==> src/hw/rtl/multi_pattern_string_matcher_unit_defines.svh <==
// Assertion macros shared by the matcher RTL.
// Expects clk_i and rst_ni in the scope of each use.
`ifndef MULTI_PATTERN_STRING_MATCHER_UNIT_DEFINES_SVH
`define MULTI_PATTERN_STRING_MATCHER_UNIT_DEFINES_SVH

// plain property, checked at every clock edge outside reset
`define MPSM_ASSERT(lbl, prop, msg) \
  lbl: assert property (@(posedge clk_i) disable iff (!rst_ni) prop) else $error(msg);

// same-cycle implication
`define MPSM_ASSERT_IMPL(lbl, ante, cons, msg) \
  `MPSM_ASSERT(lbl, (ante) |-> (cons), msg)

// next-cycle implication
`define MPSM_ASSERT_NEXT(lbl, ante, cons, msg) \
  `MPSM_ASSERT(lbl, (ante) |=> (cons), msg)

`endif

==> src/hw/rtl/mpsm_ram.sv <==
// Generic single-port-write, single-port-read RAM with registered read data.
// No dependencies.
`timescale 1ns / 1ps

module mpsm_ram #(
  parameter int unsigned Width = 8,
  parameter int unsigned Depth = 16,
  parameter int unsigned AddrW = $clog2(Depth)
) (
  input  logic             clk_i,
  input  logic             we_i,
  input  logic [AddrW-1:0] waddr_i,
  input  logic [Width-1:0] wdata_i,
  input  logic [AddrW-1:0] raddr_i,
  output logic [Width-1:0] rdata_o
);

  logic [Width-1:0] mem [Depth];

  always_ff @(posedge clk_i) begin
    if (we_i) begin
      mem[waddr_i] <= wdata_i;
    end
  end

  always_ff @(posedge clk_i) begin
    rdata_o <= mem[raddr_i];
  end

endmodule

==> config.mk <==
export PLATFORM = sky130hd
export DESIGN_NAME = mpsm_ram
export DESIGN_NICKNAME = d
export VERILOG_FILES = /design/src/hw/rtl/multi_pattern_string_matcher_unit_defines.svh /design/src/hw/rtl/mpsm_ram.sv
export SDC_FILE = /design/constraint.sdc
export NUM_CORES = 1
export LEC_CHECK = 0
export ABC_CLOCK_PERIOD_IN_PS = 1900
export BUFFER_PORTS_ARGS = -buffer_cell sky130_fd_sc_hd__buf_2
export CORE_MARGIN = 8
export CORE_UTILIZATION = 54
export DETAILED_ROUTE_END_ITERATION = 6
export GPL_ROUTABILITY_DRIVEN = 0
export GPL_TIMING_DRIVEN = 0
export PLACE_DENSITY_LB_ADDON = 0.08
export REMOVE_ABC_BUFFERS = 1
export SYNTH_ARGS = -nofsm -noshare
export SYNTH_HDL_FRONTEND = slang
export SYNTH_SLANG_ARGS = --single-unit
==> constraint.sdc <==
create_clock -name clk_i -period 1.9 [get_ports clk_i]
set_input_delay 0.38 -clock clk_i [delete_from_list [all_inputs] [get_ports clk_i]]
set_output_delay 0.38 -clock clk_i [all_outputs]
set_load 0.01 [all_outputs]
# After elaboration in Yosys (flattened, before gate mapping)

Memories as Yosys holds them, arrays and structs flattened. A register that Yosys moved wholly into a read port is not among the register bits.
Index checks and enable logic that the tools add are counted.

Multiplexer cells: 2

Operator list:

| kind   | number |
|---|---|
| $mux 1 | 2 |

Register bits after elaboration: 0
Memory bits (writable): 128
Memories: 1
Output and inout port bits: 8
Word-level logic and storage cells: 3

Memory list:

| name | words | bits a word | read ports | clocked after Yosys merged registers in | wr ports | line           | RTL |
|---|---|---|---|---|---|---|---|
| mem  | 16    | 8           | 1          | 1                                       | 1        | mpsm_ram.sv:18 | `logic [Width-1:0] mem [Depth];` |

# Depth between registers and ports, before layout

Gate-level depths: netlist (run 1).

Depth in word-level cells: 2
Mapped depth: 5

# Worst setup path after synthesis (run 1)

No wires, ideal clock.

Kind: input-to-reg
Start point: input waddr_i[2]
End point: memory mem[0][0] (enable)
Data arrival time: 1490 ps
Path slack: 27 ps
Cell stages on the path: 2
Buffers on the path: 0
Setup time: 383 ps
Cell sequence: or3b_2 nor3_1

RTL lines:

| what               | line           | RTL |
|---|---|---|
| start: declaration | mpsm_ram.sv:12 | `input logic [AddrW-1:0] waddr_i,` |
| end: declaration   | mpsm_ram.sv:18 |  |

No word-level cell before the write port.

# Final worst setup path (run 1)

Start point: input waddr_i[2]
End point: memory mem[3][3] (enable)

No word-level cell before the write port.

==> flow_summary.toml, run 1 <==
[hold_path]
hold_path.class = "in -> reg"
hold-path-cell-count = 1
hp-start = "wdata_i[4]"
min_to = "mem[12][4]$_DFFE_PP_"

[detailed_routing]
dr.pass1.iters = 4
dr_total_vias = 2335
drcViolationCount = 0
ant_nets = 0
wire_per_inst_um = 23.5
drt_iter0_drc = 190
finalWirelength_mm = 9.55
post_drt_via_cell_ratio = 5.75

[global_route]
grt_pass1_wl_mm = 14.6
antenna_found_initial = 1
globalRoute.busiestLayer = "met2"
overflow = 0
grt_use_met1_pct = 21.5
grt_max_degree = 33
grt.total_usage_pct = 15.9
use_met3_pct = 5.28
use_met2_pct = 23.2
first_global_vias = 2441

[clocking]
htree_levels = 4
clkSinkCount = 136
cts_root_buf = "clkbuf_8"
cts-buffers-inserted = 17
clkSlewWorstSetupHoldPaths_ns = 0.06
clock_latency_ns = 0.50
cts_tree = "yes"
postCtsSetupBuffers = 0
hold_buffers = 0
cts.path.max_buffers = 2

[critical_path]
cp.required_ns = 2.02
cp-start-kind = "input port"
r2r_start = "mem[3][0]$_DFFE_PP_"
crit_start = "waddr_i[2]"
worstReg2RegEnd = "rdata_o[0]$_DFF_P_"
reg2reg_depth = 3
endpoint_kind = "flop"
r2r_setup_slack_ns = 0.48
cp_max_fo = 8
cp.arrival_ns = 1.77
worst-setup-path-type = "in -> reg"

[power]
power_frac_comb_pct = 4.3
share_seq_of_total_power_pct = 49.1
power_switching_mw = 1.33
vdd_drop_max_v = 0.000646
p_leak_nw = 1.98
pwr_density_cell_nw_per_um2 = 1150
clock_power_share_pct = 46.6
p_int_mw = 5.54
swShare_pct = 19.3

[sta]
hold_viol_final = 0
finalMaxSlewViolations = 0
finalCriticalPeriod_ns = 1.65
fin_skew_ns = 0.00655
tns_ns = 0
finalSetupViolations = 0
tightest_slew_ns = 0.965
fin_ws_ns = 0.250
period_share_pct = 86.8
fmax_ghz = 0.606
slew_headroom_pct = 35.4
hold_slack_ns = 0.263
rsz0062_at_grt = "no"

[yosys]
avgSynthCellArea_um2 = 22.5
synth.top_cell.area_share_pct = 74.7
synthCells = 229
ys_seq_area_share_pct = 77.8
ys_ff_latch = 136
yosysTopAreaCell = "edfxtp_1"
synth.cell_area_um2 = 5150
synth.distinct_cells = 19
yosysWarnings = 0
synth_area_leaders = "edfxtp_1, mux4_2, mux4_1, dfxtp_1, a22oi_1"

[status]
outcome = "completed"

[final_layout]
layout-drive-gt1-share_pct = 27.1
fin_nets = 282
area_delta_synth_final_pct = 15.7
fill_cells = 625
n_antenna_cell = 0
instances_no_fill = 406

[placement]
preCtsSetupSlack_ns = -0.594
portBuffers = 25
hpwl_mm = 5.63
place_inst = 374

[job]
maxCapViolCount = 0

[die]
die_h_um = 114
dieArea_um2 = 12900
fp-row-count = 35
die_w_um = 114
core_um2 = 9240
io_pins = 26
initial_core_util_pct = 55.7
-- cell usage after synthesis, drive strengths merged --
| master | number |
|---|---|
| edfxtp | 128 |
| mux4 | 32 |
| a22oi | 16 |
| nor2 | 13 |
| nand2 | 9 |
| dfxtp | 8 |
| buf | 7 |
| nor3 | 4 |
| clkdlybuf4s25 | 3 |
| nand2b | 2 |
| nand3b | 2 |
| and2 | 1 |
| and2b | 1 |
| nand3 | 1 |
| nor2b | 1 |
| or3b | 1 |
-- metrics by stage --
stage	power [mW]	utilization, %	instance area (um2)
after floorplan	3.57	-	5060
after global placement	3.73	57.9	5350
after detailed placement	3.74	58.0	5360
after CTS	6.91	64.4	5950
after global routing	7.06	64.4	5950
final	6.87	64.4	5950
-- cells by family after synthesis --
kind of cell	share of synthesized area [%]
DFF	77.8
and+or+nand+nor	3.18
muxes	15.0
AOI/OAI and AO/OA	2.33
buffers and inverters	1.68
-- layer usage --
metal  wire (um)  up-vias
met4          55        2
met2        4430       73
met3         643        8
li1            -     1042
met5          17        -
met1        4410     1210
-- power groups by stage --
stage | Sequential, mW | Combinational (mW) | Clock (mW)
2_1_floorplan | 3.44 | 0.134 | 0
3_3_place_gp | 3.43 | 0.296 | 0
3_5_place_dp | 3.43 | 0.301 | 0
4_1_cts | 3.37 | 0.303 | 3.24
5_1_grt | 3.38 | 0.325 | 3.35
6_report | 3.37 | 0.298 | 3.20
-- cell type report --
cell class | instances | area, um2 | area share, %
Tap cell | 129 | 161 | 2.71
Clock buffer | 24 | 460 | 7.73
Timing Repair Buffer | 26 | 133 | 2.23
Sequential cell | 136 | 4000 | 67.3
Multi-Input combinational cell | 83 | 1070 | 18.0
Clock inverter | 8 | 123 | 2.06
-- worst max-delay path by stage --
stage / to / depth (start not counted)
after floorplan: mem[0][0]$_DFFE_PP_ / 2
after global placement: mem[0][4]$_DFFE_PP_ / 3
after detailed placement: rdata_o[0]$_DFF_P_ / 4
after CTS: mem[4][3]$_DFFE_PP_ / 3
after global routing: mem[3][1]$_DFFE_PP_ / 3
final: mem[3][3]$_DFFE_PP_ / 3
-- cell usage in the layout (no fill, tap or decap), types with 5 or more instances in the layout --
master / count
clkbuf_1: 5
dfxtp_1: 8
edfxtp_1: 128
a22oi_1: 16
nand2_1: 9
buf_2: 25
mux4_2: 18
mux4_1: 14
clkbuf_16: 16
nor2_1: 13
-- sequential cells by signal, summed over array words and instances (netlist names) --
| register | cells |
|---|---|
| mem | 128 |
| rdata_o | 8 |
-- worst max-delay path, cell delays in order --
cell and delay [ns]:
buf_2 0.11, or3b_2 0.52, nor2_1 0.75
-- timing repair --
item / 4_1_cts / 5_1_grt
hold endpoints to repair: 0 / 0
setup endpoints to repair: 2 / 0
resized for setup: 1 / 0
No activity file was read; power rests on OpenSTA's default activity.
==> run 2: changes to the inputs <==
- CORE_MARGIN: 8 -> 3
- CTS_CLUSTER_DIAMETER: default -> 40
- PLACE_DENSITY: default -> 0.77
- PLACE_DENSITY_LB_ADDON: 0.08 -> default
==> run 2 against run 1 <==
Worst hold slack got worse by 0.013 ns. Clock power increased by 4%. Clock skew decreased by 0.0012 ns. Sequential power about the same. Global-route usage increased by 2.5 points. Wire length decreased by 2.3%. Critical endpoint is now rdata_o[2]$_DFF_P_.
==> flow_summary.toml, run 2 (same netlist as run 1, synthesis figures left out) <==
[status]
outcome = "completed"

[sta]
finalCriticalPeriod_ns = 1.62
tightest_slew_ns = 0.898
fin_skew_ns = 0.00535
hold_viol_final = 0
hold_slack_ns = 0.250
slew_headroom_pct = 39.9
finalSetupViolations = 0
period_share_pct = 85.1
rsz0062_at_grt = "no"
fmax_ghz = 0.619
finalMaxSlewViolations = 0

[die]
core_um2 = 8980
dieArea_um2 = 10700
fp-row-count = 34
io_pins = 26
die_h_um = 104
die_w_um = 104
initial_core_util_pct = 57.3

[clocking]
cts_tree = "yes"
clkSlewWorstSetupHoldPaths_ns = 0.06
cts_root_buf = "clkbuf_8"
cts-buffers-inserted = 17
cts.path.max_buffers = 2
htree_levels = 4
hold_buffers = 0
clock_latency_ns = 0.51
clkSinkCount = 136

[critical_path]
cp_cell_sequence = "clkbuf_4 -> mux4_1 -> a22oi_1 -> nand2_1"
cp_max_fo = 32
max_stage_delay_ns = 0.66
worst-setup-path-type = "in -> reg"
cp.arrival_ns = 2.01
crit_start = "raddr_i[0]"
r2r_setup_slack_ns = 0.48
cp.required_ns = 2.29
worst_path_max_delay_cell = "mux4_1"
cp-start-kind = "input port"
r2r_start = "mem[2][2]$_DFFE_PP_"
endpoint_kind = "flop"

[final_layout]
fin_nets = 282
regMostFlops = "mem"
largest_reg_flops = 128
final_common_cell = "edfxtp_1"
area_delta_synth_final_pct = 16.1
n_antenna_cell = 0
top_regs = "mem x128, rdata_o x8"
layout_common_cells = "edfxtp_1, buf_2, mux4_2, a22oi_1, clkbuf_16"
layout-drive-gt1-share_pct = 28.5

[detailed_routing]
post_drt_via_cell_ratio = 5.89
ant_nets = 0
dr.pass1.iters = 5
finalWirelength_mm = 9.33
drt_iter0_drc = 331
drcViolationCount = 0
wire_per_inst_um = 23.2
dr_total_vias = 2372

[job]
maxCapViolCount = 0

[power]
power.total_mw = 6.99
power_frac_comb_pct = 4.3
pwr_density_cell_nw_per_um2 = 1170
power_switching_mw = 1.36
p_leak_nw = 1.99
p_int_mw = 5.63
clock_power_share_pct = 47.5
share_seq_of_total_power_pct = 48.2
vdd_drop_max_v = 0.000755
swShare_pct = 19.5

[hold_path]
hold_path.class = "in -> reg"
hp-start = "wdata_i[6]"

[global_route]
first_global_vias = 2487
grt_pass1_wl_mm = 14.2
antenna_found_initial = 0
grt.total_usage_pct = 18.4
overflow = 0
grt_max_degree = 33

[placement]
portBuffers = 25
hpwl_mm = 5.59
-- run 2: cell types whose count changed in the layout (fill, tap and decap cells not counted), sizes merged --
cell / change
clkbuf: -4
clkinv: +2
clkinvlp: +2
buf: -1
bufinv: +1
-- run 2: metal layers --
layer / part of all wire, % / GRT usage [%] / up-vias
met5: 0 / 0 / -
met4: 1.6 / 8.07 / 0
met2: 51 / 29.3 / 79
met3: 5.1 / 4.42 / 10
li1: - / - / 1050
met1: 42 / 24.7 / 1233
-- run 2: through the flow --
| step | TNS [ns] | cell area, um2 | worst slack (ns) | util [%] | instances |
|---|---|---|---|---|---|
| 2_1_floorplan | 0 | 5060 | 0.0271 | - | 219 |
| 3_3_place_gp | -19.17 | 5340 | -0.651 | 59.5 | 370 |
| 3_5_place_dp | -15.13 | 5360 | -0.517 | 59.7 | 371 |
| 4_1_cts | 0 | 5970 | 0.0125 | 66.5 | 403 |
| 5_1_grt | 0 | 5980 | 0.153 | 66.6 | 403 |
| 6_report | 0 | 5980 | 0.283 | 66.6 | 403 |
-- run 2: area by class of cell --
type                            instances  area, um2
Fill cell                             577       3000
Clock inverter                         13        178
Timing Repair Buffer                   26        135
Clock buffer                           19        432
Tap cell                              126        158
Multi-Input combinational cell         83       1070
Sequential cell                       136       4000
-- run 2: worst paths after layout --
check | endpoint | depth (start not counted)
worst max register to register | rdata_o[2]$_DFF_P_ | 3
worst min register to register | rdata_o[7]$_DFF_P_ | 3
worst min-delay path | mem[7][6]$_DFFE_PP_ | 1
worst max-delay path | rdata_o[2]$_DFF_P_ | 4
-- run 2: repair_timing --
item | 4_1_cts | 5_1_grt
setup endpoints to repair | 0 | 5
buffers inserted | 0 | 0
resized for setup | 0 | 1
-- run 2: critical path, delay by kind of cell --
| kind | cells | cell delay [ns] |
|---|---|---|
| buffers and inverters | 1 | 0.53 |
| AOI/OAI and AO/OA | 1 | 0.31 |
| and+or+nand+nor | 1 | 0.11 |
| muxes | 1 | 0.66 |
-- run 2: power by group through the flow --
stage | Combinational, mW | Sequential, mW | Clock, mW
after floorplan | 0.134 | 3.44 | 0
after global placement | 0.288 | 3.43 | 0
after detailed placement | 0.299 | 3.43 | 0
after CTS | 0.301 | 3.37 | 3.34
after global routing | 0.324 | 3.38 | 3.48
final | 0.300 | 3.37 | 3.32
